### config.mk
export PLATFORM = sky130hd
export DESIGN_NAME = boxcar_bin_averager_core
export DESIGN_NICKNAME = d
export VERILOG_FILES = /design/src/rtl/bba_pkg.sv /design/src/rtl/bba_front.sv /design/src/rtl/bba_queue.sv /design/src/rtl/bba_divider.sv /design/src/rtl/boxcar_bin_averager_core.sv
export VERILOG_INCLUDE_DIRS = /design/src /design/src/rtl
export SDC_FILE = /design/constraint.sdc
export NUM_CORES = 1
export LEC_CHECK = 0
export ABC_AREA = 0
export BUFFER_PORTS_ARGS = -buffer_cell sky130_fd_sc_hd__buf_2
export CORE_AREA = 10 10 262 264
export DETAILED_ROUTE_END_ITERATION = 8
export DIE_AREA = 0 0 272 274
export PLACE_DENSITY = 0.68
export SLEW_MARGIN = 20
export SYNTH_ARGS = -nofsm -noshare
export SYNTH_HDL_FRONTEND = slang
export SYNTH_HIERARCHICAL = 1
export SYNTH_SLANG_ARGS = --single-unit
### constraint.sdc
create_clock -name clk -period 7.9 [get_ports clk]
set_input_delay 1.185 -clock clk [delete_from_list [all_inputs] [get_ports clk]]
set_output_delay 1.185 -clock clk [all_outputs]
set_load 0.01 [all_outputs]
### src/rtl/boxcar_bin_averager_core_defines.svh
// Assertion macros for the boxcar bin averager.
// Included by the modules that carry concurrent checks; needs signals clk and rst in scope.
`ifndef BOXCAR_BIN_AVERAGER_CORE_DEFINES_SVH
`define BOXCAR_BIN_AVERAGER_CORE_DEFINES_SVH

// Same-cycle implication, checked on every rising edge outside reset.
`define BBA_ASSERT_NOW(label, ante, cons) \
  label: assert property (@(posedge clk) disable iff (rst) (ante) |-> (cons)) \
    else $error("bba check failed");

// Next-cycle implication, checked on every rising edge outside reset.
`define BBA_ASSERT_NEXT(label, ante, cons) \
  label: assert property (@(posedge clk) disable iff (rst) (ante) |=> (cons)) \
    else $error("bba check failed");

`endif

### src/rtl/bba_pkg.sv
// Shared constants and types for the boxcar bin averager.
// No dependencies; imported by every module of the block.
package bba_pkg;

  // Fixed port widths.
  localparam int VALUE_W = 24;
  localparam int TIME_W  = 48;
  localparam int SIZE_W  = 16;
  localparam int MEAN_W  = 32;

  // Width used for comparing the bin size with the sample count.
  localparam int CMP_W = 32;

  // Default datapath widths.
  localparam int SAMPLE_BITS_DEF = 24;
  localparam int COUNT_BITS_DEF  = 16;
  localparam int TIME_BITS_DEF   = 48;
  localparam int FRAC_BITS_DEF   = 8;

  // Depth of the queue between the front and the divider; a power of two.
  localparam int QUEUE_DEPTH = 4;

  typedef enum logic [1:0] {
    BK_IDLE,
    BK_DIV,
    BK_DONE
  } back_state_t;

endpackage

### src/rtl/bba_front.sv
// Front end of the boxcar bin averager: bin size register, running sum and count.
// Depends on bba_pkg; pushes closed bins into bba_queue.
module bba_front import bba_pkg::*; #(
  parameter int SAMPLE_BITS = SAMPLE_BITS_DEF,
  parameter int COUNT_BITS  = COUNT_BITS_DEF,
  parameter int TIME_BITS   = TIME_BITS_DEF,
  parameter int SUM_BITS    = SAMPLE_BITS + COUNT_BITS,
  parameter int BIN_W       = SUM_BITS + COUNT_BITS + TIME_BITS + 1
) (
  input  logic               clk,
  input  logic               rst,
  input  logic               bin_size_we,
  input  logic [SIZE_W-1:0]  bin_size_wdata,
  input  logic               in_valid,
  output logic               in_ready,
  input  logic [VALUE_W-1:0] sample_value,
  input  logic [TIME_W-1:0]  sample_time,
  input  logic               sample_last,
  input  logic               q_full,
  output logic               q_push,
  output logic [BIN_W-1:0]   q_data
);

  localparam logic [COUNT_BITS-1:0] CountMax = '1;

  logic [SIZE_W-1:0]     bin_size;
  logic [SUM_BITS-1:0]   bin_sum;
  logic [COUNT_BITS-1:0] bin_count;
  logic [TIME_BITS-1:0]  bin_start_time;

  logic [SUM_BITS-1:0]   sum_next;
  logic [COUNT_BITS-1:0] count_next;
  logic [TIME_BITS-1:0]  start_next;

  logic [SAMPLE_BITS+VALUE_W-1:0] value_ext;
  logic [TIME_BITS+TIME_W-1:0]    time_ext;
  logic [CMP_W-1:0]               size_ext;
  logic [CMP_W-1:0]               size_eff;
  logic                           accept;
  logic                           close;

  assign value_ext = {{SAMPLE_BITS{1'b0}}, sample_value};
  assign time_ext  = {{TIME_BITS{1'b0}}, sample_time};

  // A size of zero behaves as one; a size beyond the counter is clipped to its maximum.
  assign size_ext = CMP_W'(bin_size);
  always_comb begin
    if (bin_size == '0) begin
      size_eff = CMP_W'(1);
    end else if (size_ext > CMP_W'(CountMax)) begin
      size_eff = CMP_W'(CountMax);
    end else begin
      size_eff = size_ext;
    end
  end

  assign sum_next   = bin_sum + SUM_BITS'(value_ext[SAMPLE_BITS-1:0]);
  assign count_next = (bin_count != CountMax) ? bin_count + 1'b1 : bin_count;
  assign start_next = (bin_count == '0) ? time_ext[TIME_BITS-1:0] : bin_start_time;

  assign close    = (CMP_W'(count_next) >= size_eff) || sample_last;
  assign in_ready = !q_full;
  assign accept   = in_valid && in_ready;
  assign q_push   = accept && close;
  assign q_data   = {sum_next, count_next, start_next, sample_last};

  always_ff @(posedge clk) begin
    if (rst) begin
      bin_size       <= SIZE_W'(1);
      bin_sum        <= '0;
      bin_count      <= '0;
      bin_start_time <= '0;
    end else begin
      if (bin_size_we) begin
        bin_size <= bin_size_wdata;
      end
      if (accept) begin
        if (close) begin
          bin_sum        <= '0;
          bin_count      <= '0;
          bin_start_time <= '0;
        end else begin
          bin_sum        <= sum_next;
          bin_count      <= count_next;
          bin_start_time <= start_next;
        end
      end
    end
  end

endmodule

### src/rtl/bba_queue.sv
// Small register queue that decouples the bin front end from the divider.
// Depends on bba_pkg for the default depth.
module bba_queue import bba_pkg::*; #(
  parameter int WIDTH = 8,
  parameter int DEPTH = QUEUE_DEPTH
) (
  input  logic             clk,
  input  logic             rst,
  input  logic             push,
  input  logic [WIDTH-1:0] push_data,
  output logic             full,
  input  logic             pop,
  output logic             valid,
  output logic [WIDTH-1:0] pop_data
);

  localparam int PTR_W = $clog2(DEPTH);
  localparam int CNT_W = $clog2(DEPTH + 1);

  logic [WIDTH-1:0] entries [DEPTH];
  logic [PTR_W-1:0] wr_ptr;
  logic [PTR_W-1:0] rd_ptr;
  logic [CNT_W-1:0] fill;

  assign full     = (fill == CNT_W'(DEPTH));
  assign valid    = (fill != '0);
  assign pop_data = entries[rd_ptr];

  always_ff @(posedge clk) begin
    if (push) begin
      entries[wr_ptr] <= push_data;
    end
  end

  always_ff @(posedge clk) begin
    if (rst) begin
      wr_ptr <= '0;
      rd_ptr <= '0;
      fill   <= '0;
    end else begin
      if (push) begin
        wr_ptr <= wr_ptr + 1'b1;
      end
      if (pop) begin
        rd_ptr <= rd_ptr + 1'b1;
      end
      if (push && !pop) begin
        fill <= fill + 1'b1;
      end else if (pop && !push) begin
        fill <= fill - 1'b1;
      end
    end
  end

endmodule

### src/rtl/bba_divider.sv
// Back end of the boxcar bin averager: bit-serial restoring divider and output register.
// Depends on bba_pkg and the assertion macros; takes closed bins from bba_queue.
`include "boxcar_bin_averager_core_defines.svh"
module bba_divider import bba_pkg::*; #(
  parameter int COUNT_BITS = COUNT_BITS_DEF,
  parameter int TIME_BITS  = TIME_BITS_DEF,
  parameter int FRAC_BITS  = FRAC_BITS_DEF,
  parameter int SUM_BITS   = SAMPLE_BITS_DEF + COUNT_BITS_DEF,
  parameter int BIN_W      = SUM_BITS + COUNT_BITS + TIME_BITS + 1
) (
  input  logic              clk,
  input  logic              rst,
  input  logic              q_valid,
  input  logic [BIN_W-1:0]  q_data,
  output logic              q_pop,
  output logic              out_valid,
  input  logic              out_ready,
  output logic [MEAN_W-1:0] bin_mean,
  output logic [TIME_W-1:0] bin_time,
  output logic              bin_last
);

  localparam int DIV_BITS = SUM_BITS + FRAC_BITS;
  localparam int STEP_W   = $clog2(DIV_BITS);

  back_state_t state, state_next;

  logic [SUM_BITS-1:0]   in_sum;
  logic [COUNT_BITS-1:0] in_count;
  logic [TIME_BITS-1:0]  in_time;
  logic                  in_last;

  logic [DIV_BITS-1:0]   dq;
  logic [COUNT_BITS-1:0] rem;
  logic [COUNT_BITS-1:0] divisor;
  logic [TIME_BITS-1:0]  start_time;
  logic                  last_flag;
  logic [STEP_W-1:0]     step;

  logic [COUNT_BITS:0]   trial;
  logic [COUNT_BITS:0]   diff;
  logic                  ge;
  logic                  load_out;

  logic [DIV_BITS+MEAN_W-1:0]  q_ext;
  logic [TIME_BITS+TIME_W-1:0] t_ext;
  logic                        overflow;

  assign {in_sum, in_count, in_time, in_last} = q_data;

  // One quotient bit per cycle; the dividend register fills with quotient bits from the bottom.
  assign trial = {rem, dq[DIV_BITS-1]};
  assign diff  = trial - {1'b0, divisor};
  assign ge    = (trial >= {1'b0, divisor});

  assign q_ext    = {{MEAN_W{1'b0}}, dq};
  assign overflow = |q_ext[DIV_BITS+MEAN_W-1:MEAN_W];
  assign t_ext    = {{TIME_W{1'b0}}, start_time};

  always_comb begin
    state_next = state;
    q_pop      = 1'b0;
    load_out   = 1'b0;
    unique case (state)
      BK_IDLE: begin
        if (q_valid) begin
          q_pop      = 1'b1;
          state_next = BK_DIV;
        end
      end
      BK_DIV: begin
        if (step == STEP_W'(DIV_BITS - 1)) begin
          state_next = BK_DONE;
        end
      end
      BK_DONE: begin
        if (!out_valid || out_ready) begin
          load_out   = 1'b1;
          state_next = BK_IDLE;
        end
      end
      default: begin
        state_next = BK_IDLE;
      end
    endcase
  end

  always_ff @(posedge clk) begin
    if (rst) begin
      state     <= BK_IDLE;
      out_valid <= 1'b0;
    end else begin
      state <= state_next;
      if (out_valid && out_ready) begin
        out_valid <= 1'b0;
      end
      if (load_out) begin
        out_valid <= 1'b1;
      end
    end
  end

  always_ff @(posedge clk) begin
    if (q_pop) begin
      dq         <= DIV_BITS'(in_sum) << FRAC_BITS;
      rem        <= '0;
      divisor    <= in_count;
      start_time <= in_time;
      last_flag  <= in_last;
      step       <= '0;
    end else if (state == BK_DIV) begin
      dq   <= {dq[DIV_BITS-2:0], ge};
      rem  <= ge ? diff[COUNT_BITS-1:0] : trial[COUNT_BITS-1:0];
      step <= step + 1'b1;
    end
    if (load_out) begin
      bin_mean <= overflow ? '1 : q_ext[MEAN_W-1:0];
      bin_time <= t_ext[TIME_W-1:0];
      bin_last <= last_flag;
    end
  end

  `BBA_ASSERT_NOW(a_divisor_nonzero, state == BK_DIV, divisor != '0)
  `BBA_ASSERT_NOW(a_rem_below_divisor, state == BK_DIV, rem < divisor)
  `BBA_ASSERT_NOW(a_pop_only_idle, q_pop, (state == BK_IDLE) && q_valid)
  `BBA_ASSERT_NEXT(a_done_loads_out, load_out, out_valid && (state == BK_IDLE))

endmodule

### src/rtl/boxcar_bin_averager_core.sv
// Top level of the boxcar bin averager: front end, bin queue and divider back end.
// Depends on bba_pkg, bba_front, bba_queue and bba_divider.
//
//   channel  | handshake                  | payload
//   ---------+----------------------------+------------------------------------------
//   config   | bin_size_we                | bin_size_wdata
//   input    | in_valid / in_ready        | sample_value, sample_time, sample_last
//   output   | out_valid / out_ready      | bin_mean, bin_time, bin_last
//
// The front end takes one word per cycle while the bin queue has room; once the queue is
// full, in_ready falls for every word, closing or not, until the divider frees an entry.
// For each closed bin the divider takes the bin from the queue, works out its quotient bits one
// at a time and then loads the output register; only then does it take the next bin from the queue.
// Reset is synchronous and active high: bin size one, empty open bin and queue, no out_valid.
// A stalled output holds its word while the divider finishes the next bin and then waits.
module boxcar_bin_averager_core import bba_pkg::*; #(
  parameter int SAMPLE_BITS = SAMPLE_BITS_DEF,
  parameter int COUNT_BITS  = COUNT_BITS_DEF,
  parameter int TIME_BITS   = TIME_BITS_DEF,
  parameter int FRAC_BITS   = FRAC_BITS_DEF
) (
  input  logic               clk,
  input  logic               rst,
  input  logic               bin_size_we,
  input  logic [SIZE_W-1:0]  bin_size_wdata,
  input  logic               in_valid,
  output logic               in_ready,
  input  logic [VALUE_W-1:0] sample_value,
  input  logic [TIME_W-1:0]  sample_time,
  input  logic               sample_last,
  output logic               out_valid,
  input  logic               out_ready,
  output logic [MEAN_W-1:0]  bin_mean,
  output logic [TIME_W-1:0]  bin_time,
  output logic               bin_last
);

  // A closed bin carries its sum, sample count, start time and last flag.
  localparam int SUM_BITS = SAMPLE_BITS + COUNT_BITS;
  localparam int BIN_W    = SUM_BITS + COUNT_BITS + TIME_BITS + 1;

  logic             q_push;
  logic [BIN_W-1:0] q_push_data;
  logic             q_full;
  logic             q_pop;
  logic             q_valid;
  logic [BIN_W-1:0] q_pop_data;

  // The front end accumulates samples and hands over each bin as it closes.
  bba_front #(
    .SAMPLE_BITS (SAMPLE_BITS),
    .COUNT_BITS  (COUNT_BITS),
    .TIME_BITS   (TIME_BITS),
    .SUM_BITS    (SUM_BITS),
    .BIN_W       (BIN_W)
  ) u_front (
    .clk            (clk),
    .rst            (rst),
    .bin_size_we    (bin_size_we),
    .bin_size_wdata (bin_size_wdata),
    .in_valid       (in_valid),
    .in_ready       (in_ready),
    .sample_value   (sample_value),
    .sample_time    (sample_time),
    .sample_last    (sample_last),
    .q_full         (q_full),
    .q_push         (q_push),
    .q_data         (q_push_data)
  );

  // The queue lets the front keep taking samples while the divider is busy.
  bba_queue #(
    .WIDTH (BIN_W),
    .DEPTH (QUEUE_DEPTH)
  ) u_queue (
    .clk       (clk),
    .rst       (rst),
    .push      (q_push),
    .push_data (q_push_data),
    .full      (q_full),
    .pop       (q_pop),
    .valid     (q_valid),
    .pop_data  (q_pop_data)
  );

  // The back end divides each bin's sum by its count and presents the result.
  bba_divider #(
    .COUNT_BITS (COUNT_BITS),
    .TIME_BITS  (TIME_BITS),
    .FRAC_BITS  (FRAC_BITS),
    .SUM_BITS   (SUM_BITS),
    .BIN_W      (BIN_W)
  ) u_divider (
    .clk       (clk),
    .rst       (rst),
    .q_valid   (q_valid),
    .q_data    (q_pop_data),
    .q_pop     (q_pop),
    .out_valid (out_valid),
    .out_ready (out_ready),
    .bin_mean  (bin_mean),
    .bin_time  (bin_time),
    .bin_last  (bin_last)
  );

endmodule
After elaboration in Yosys (flattened, before gate mapping)
Memories as Yosys holds them, arrays and structs flattened. A register that Yosys moved wholly into a read port is not among the register bits.
Index checks and enable logic that the tools add are counted.
{"block": "word_totals", "register_bits": 346, "ram_bits": 420, "out_inout_bits": 83, "wordCells": 85, "n_memories": 1}
{"name": "u_queue.entries", "words": 4, "word_bits": 105, "read_ports": 1, "rd_clocked_by_memory_dff": 1, "wr": 1, "line": "bba_queue.sv:20", "rtl": "logic [WIDTH-1:0] entries [DEPTH];"}
{"block": "classes", "n_addsub": 8, "order_cmp": 3, "n_eq_ne": 8, "mux": 26, "n_reduce_logical": 20}
{"op": "$mux 48", "n": 4}
{"op": "$mux 16", "n": 4}
{"op": "$add 40x24->40", "n": 1}
{"op": "$mux 40", "n": 1}
{"op": "$ge 16x32->1", "n": 1}
{"op": "$logic_not 16->1", "n": 2}
{"op": "$mux 32", "n": 1}
{"op": "$ge 17x16->1", "n": 1}
{"op": "$add 16x1->16 const B", "n": 1}
{"op": "$gt 16x16->1 const B", "n": 1}
{"op": "$ne 16x16->1 const B", "n": 1}
{"op": "$reduce_or 16->1", "n": 1}
{"op": "$sub 16x16->16", "n": 1}
{"op": "$mux 2", "n": 5}
{"op": "$mux 1", "n": 8}
{"op": "$add 6x1->6 const B", "n": 1}
{"op": "$eq 6x6->1 const B", "n": 1}
{"op": "$mux 3", "n": 2}
{"op": "$pmux 2 s3", "n": 1}
{"op": "$reduce_bool 2->1", "n": 3}
{"op": "$logic_and 1x1->1", "n": 5}
{"op": "$add 2x1->2 const B", "n": 2}
{"op": "$logic_not 1->1", "n": 4}
{"op": "$ne 2x1->1 const B", "n": 2}
{"op": "10 further kinds", "n": 11}

Logic depth before layout (Yosys ltp)
{"block": "logic_depth", "depth_word": 10, "ltp_mapped": 21, "depth_no_buf": 21}

By module
The synthesis kept the hierarchy.
{"module": "bba_queue", "n_inst": 1, "cells_each": 593, "area_per_inst_um2": 15587.4, "seq_area_each_um2": 12792.3}
{"module": "bba_divider", "n_inst": 1, "cells_each": 553, "area_per_inst_um2": 8395.6, "seq_area_each_um2": 6246.0}
{"module": "bba_front", "n_inst": 1, "cells_each": 929, "area_per_inst_um2": 7347.0, "seq_area_each_um2": 2402.3}

Least setup slack after synthesis
OpenSTA, ideal clock, no wires.
{"block": "synth_path", "path_type": "register to register", "start": "register u_front.bin_count[3]", "end": "memory u_queue/entries[0][0] (netlist name) (enable)", "setup_ps": 476, "t_arrival_ps": 5659, "required_ps": 7424, "setup_slack_ps": 1765, "stages_incl_launch_ff": 17, "n_path_buf": 1, "synth_period_minus_slack_ps": 6135, "path_cell_list": "dfxtp_1 > clkbuf_1 > and4_1 > nand4_1 > nor3_1 > nand4_1 > nand2_1 > nor2_1 > xnor2_1 > ha_1 > nand4_1 > nor2_1 > o21ai_0 > o211ai_1 > a21oi_1 > nor2_1 > and2_1"}
{"block": "synth_between", "elab_chain_len": 7, "word_cells_on_any_way": 8, "classes_between": "add/sub: 1; order compare: 1; eq/ne: 1; mux: 3; reduce/logical: 2"}
{"element": "start: declaration", "line": "bba_front.sv:28", "rtl": "logic [COUNT_BITS-1:0] bin_count;"}
{"element": "start signal: assignment", "line": "bba_front.sv:84", "rtl": "bin_count <= count_next;"}
{"element": "$add 16x1->16 or $ne 16x16->1 (tied branches)", "line": "bba_front.sv:58", "rtl": "assign count_next = (bin_count != CountMax) ? bin_count + 1'b1 : bin_count;"}
{"element": "$mux 16 *", "line": "bba_front.sv:58"}
{"element": "named net q_push_data[60]", "line": "boxcar_bin_averager_core.sv:43", "rtl": "logic [BIN_W-1:0] q_push_data;"}
{"element": "$ge 16x32->1 *", "line": "bba_front.sv:61", "rtl": "assign close = (CMP_W'(count_next) >= size_eff) || sample_last;"}
{"element": "$logic_or 1x1->1 *", "line": "bba_front.sv:61"}
{"element": "$logic_and 1x1->1 *", "line": "bba_front.sv:64", "rtl": "assign q_push = accept && close;"}
{"element": "named net q_push", "line": "boxcar_bin_averager_core.sv:42", "rtl": "logic q_push;"}
{"element": "$mux 1 *", "line": "bba_queue.sv:30", "rtl": "if (push) begin"}
{"element": "$mux 1 (implied by the code) *", "line": "bba_queue.sv:31", "rtl": "entries[wr_ptr] <= push_data;"}
{"element": "end: declaration", "line": "bba_queue.sv:20"}
Mark *: on every way through the listed nets, which the timed path passes. The rest lies on a longest branch.

Worst setup path in the final report
{"block": "layout_path", "start": "register u_front.bin_count[3]", "end": "memory u_queue/entries[1][10] (netlist name) (enable)"}
The elaborated chain is that of the path after synthesis.

==> summary.txt <==
Outcome
  – Status: finished, final reports clean

Pwr
  – Peak VDD IR: 0.211 mV
  – PwrDens: between 300 and 400 nW/um^2
  – Int Power: 8.73 mW
  – Pleak: 12.4 nW
  – NetSw: 3.64 mW
  – Share of total power in combinational logic: 0.238
  – Switching share of total power: 0.295
  – Reg power frac: 0.460
  – Clock power share: 0.301

Setup path
  – Crit. End Element: flop
  – CP arrival: between 6000 and 7000 ps
  – CP bufs+invs: 1
  – Critical-path maximum fanout: between 60 and 70
  – Critical path type: flop to flop
  – Critical path cell sequence: and4_1 -> nand4_1 -> nor3_1 -> nand4_1 -> nand2_1 -> nor2_1 -> xnor2_1 -> ha_1 -> nand4_1 -> nor2_1 -> o21ai_0 -> o211ai_1 -> a21oi_1 -> nor2_1 -> and2_4 -> buf_4
  – Setup crit start kind: flop
  – CP delay by family, top: simple AND/OR/NAND/NOR gates
  – Crit path largest cell delay: between 900 and 1000 ps
  – Slowest CP cell: and2_4
  – Critical path required time: between 8000 and 9000 ps

Routing
  – DR vias: around 18000
  – Drc violations: 0
  – Mean number of vias per cell: 5.60
  – Routed WL: approximately 68 mm
  – Initial drt markers: between 1000 and 1500
  – Drt pass-1 iters: 5
  – Routed len/inst: 21.3 um
  – Post-route antenna net violation count: 0

Synthesis
  – Syn Area/Cell: between 15 and 20 um^2
  – Ys Warns: 6
  – EDFF count, synth: approximately 600
  – Synth top area share: 0.581
  – Synthesized area: around 31000 um^2
  – Syn nets: 2236
  – FF+latch count, synth: 768
  – Asr flop ratio synth: 0
  – Most numerous cell in the Yosys netlist: edfxtp_1
  – Post-synthesis cell count: around 2100
  – Share of the yosys chip area belonging to registers: 0.684
  – Unique masters post-synth: between 60 and 70
  – Yosys top cell by area: edfxtp_1
  – Area contributors post-synth: edfxtp_1, dfxtp_1, mux4_2, ha_1, nor2_1
  – Post-synth top cells: edfxtp_1, nor2_1, dfxtp_1, nand2_1, mux4_2
  – Most used DFF post-synth: edfxtp_1

Global routing
  – GRT overflow: 0
  – Initial antenna violation count: 1
  – Busiest layer in global routing: met2
  – Met1 Usage GRT: 0.232
  – M3 GR Usage: 0.0308
  – First-pass GRT wire length: 106 mm
  – Vias in the first global route: around 18000
  – Largest net degree at the start of global routing: 76
  – GRT Util Overall: 0.180
  – Grt met2 use: 0.310

STA
  – Setup ws final: approximately 2100 ps
  – Slew headroom: 0.273
  – Final setup fails: 0
  – Final min period: between 5000 and 6000 ps
  – Pins over their slew limit: 0
  – Worst slew pin tran: 1090 ps
  – Setup Skew: 29.1 ps
  – Final hold slack: about 410 ps
  – Fmax: about 0.17 GHz
  – Fin. Hold Viols: 0
  – RSZ-0062 raised after global routing: false
  – Final period util: 0.729
  – Setup_tns: 0 ps

Clocking
  – Clk Tree Root Cell: clkbuf_16
  – Clock sink total: between 700 and 800
  – Post-CTS setup buffer count: 0
  – Cts hold-fix bufs: 0
  – Clk Latency, worst-skew pair: about 630 ps
  – CTS tree: yes
  – Inserted Clock Buffers: a little under 80
  – Clk buf depth: 3
  – Clk slew on worst S/H paths: roughly 60 ps
  – CTS resizes: 0
  – H-Tree Level Count: 3

Floorplanning
  – Die area: between 70000 and 80000 um^2
  – Initial Utilization: 0.492
  – Num rows: 93
  – Chip height: 274 um
  – Die X: about 270 um
  – Core area: around 64000 um^2
  – Boundary pin count: 177

Cells and area
  – Final net count: between 2000 and 2500
  – Filler cell count: 5021
  – FF+latch area: around 21000 um^2
  – Synth-to-layout area growth: 13.9%
  – Final core occ: 0.561
  – Multi-input gate area: roughly 9300 um^2
  – ANT cells: 0
  – Share of cells above drive strength 1: 0.227

Place
  – Routability congestion estimate: 0.865
  – DP Wirelength: approximately 43 mm
  – Worst Setup Slack post-DPL: around 2200 ps
  – I/O Buffers: ~180

Min path
  – Hold WC Path Type: flop to flop

Flow run
  – Max-cap violations: 0
==> cell families after synthesis <==
logic type      Yosys count  share of synthesized area
flops                   768                      0.684
buf+inv                 154                     0.0218
compound gates          274                     0.0575
mux                     191                      0.105
fa+ha+maj                67                     0.0275
simple gates            540                     0.0813
xor+xnor                 81                     0.0226
==> worst paths after layout <==
check / depth (start not counted) / to / slack, ps / startpoint
worst min-delay path: 0 / u_divider/bin_time[38]$_DFFE_PP_ / 410 / u_divider/start_time[38]$_DFFE_PP_
worst max register to register: 16 / u_queue/entries[1][10]$_DFFE_PP_ / 2140 / u_front/bin_count[3]$_SDFFE_PP0P_
worst max-delay path: 16 / u_queue/entries[1][10]$_DFFE_PP_ / 2140 / u_front/bin_count[3]$_SDFFE_PP0P_
worst min register to register: 0 / u_divider/bin_time[38]$_DFFE_PP_ / 410 / u_divider/start_time[38]$_DFFE_PP_
==> placed cells by master, fill, tap and decap left out, drive strengths merged, types with 21 or more instances in the layout <==
cell type / n
mux4: 105
a21oi: 92
xnor2: 43
o21ai: 62
edfxtp: 606
dfxtp: 162
nor3: 67
nor2: 196
clkbuf: 106
inv: 57
nand3: 21
clkinv: 27
mux2: 50
xor2: 38
nand2: 113
mux2i: 36
ha: 64
or2: 34
buf: 201
a22o: 43
==> registers in the layout, indices dropped and copies added, names as in the netlist, 32 cells and up, named ones only <==
register and flops:
u_queue/entries 420, u_divider/dq 48, u_divider/start_time 48, u_front/bin_sum 40, u_divider/bin_mean 32, u_front/bin_start_time 48
u_divider/bin_time 48
==> metrics by stage <==
stage	cell area (um^2)	power, mW	instances
2_1_floorplan	31300	7.89	2075
3_3_place_gp	33000	8.63	3030
3_5_place_dp	33000	8.72	3030
4_1_cts	35700	12.5	3177
5_1_grt	35700	13.0	3178
6_report	35700	12.4	3178
==> power by group through the flow <==
stage | clock (mW) | sequential (mW) | combinational (mW)
global route | 3.98 | 5.76 | 3.24
floorplan | 0 | 5.61 | 2.28
CTS | 3.81 | 5.74 | 2.93
global placement | 0 | 5.79 | 2.84
finish | 3.73 | 5.70 | 2.95
detailed placement | 0 | 5.81 | 2.91
==> area by class of cell <==
| cell class | instances | share of cell area |
|---|---|---|
| clock buffer | 106 | 0.0596 |
| multi-input combinational | 1153 | 0.259 |
| inverter | 54 | 0.00575 |
| sequential | 768 | 0.601 |
| timing repair buffer | 201 | 0.0305 |
| tap | 855 | 0.0300 |
| clock inverter | 41 | 0.0142 |
==> metal layers <==
layer | wire (um) | share of wire
met2 | 33900 | 0.50
met3 | 3250 | 0.048
met4 | 1250 | 0.019
met5 | 13 | 0.00019
met1 | 29200 | 0.43
No activity file was read; power rests on OpenSTA's default activity.
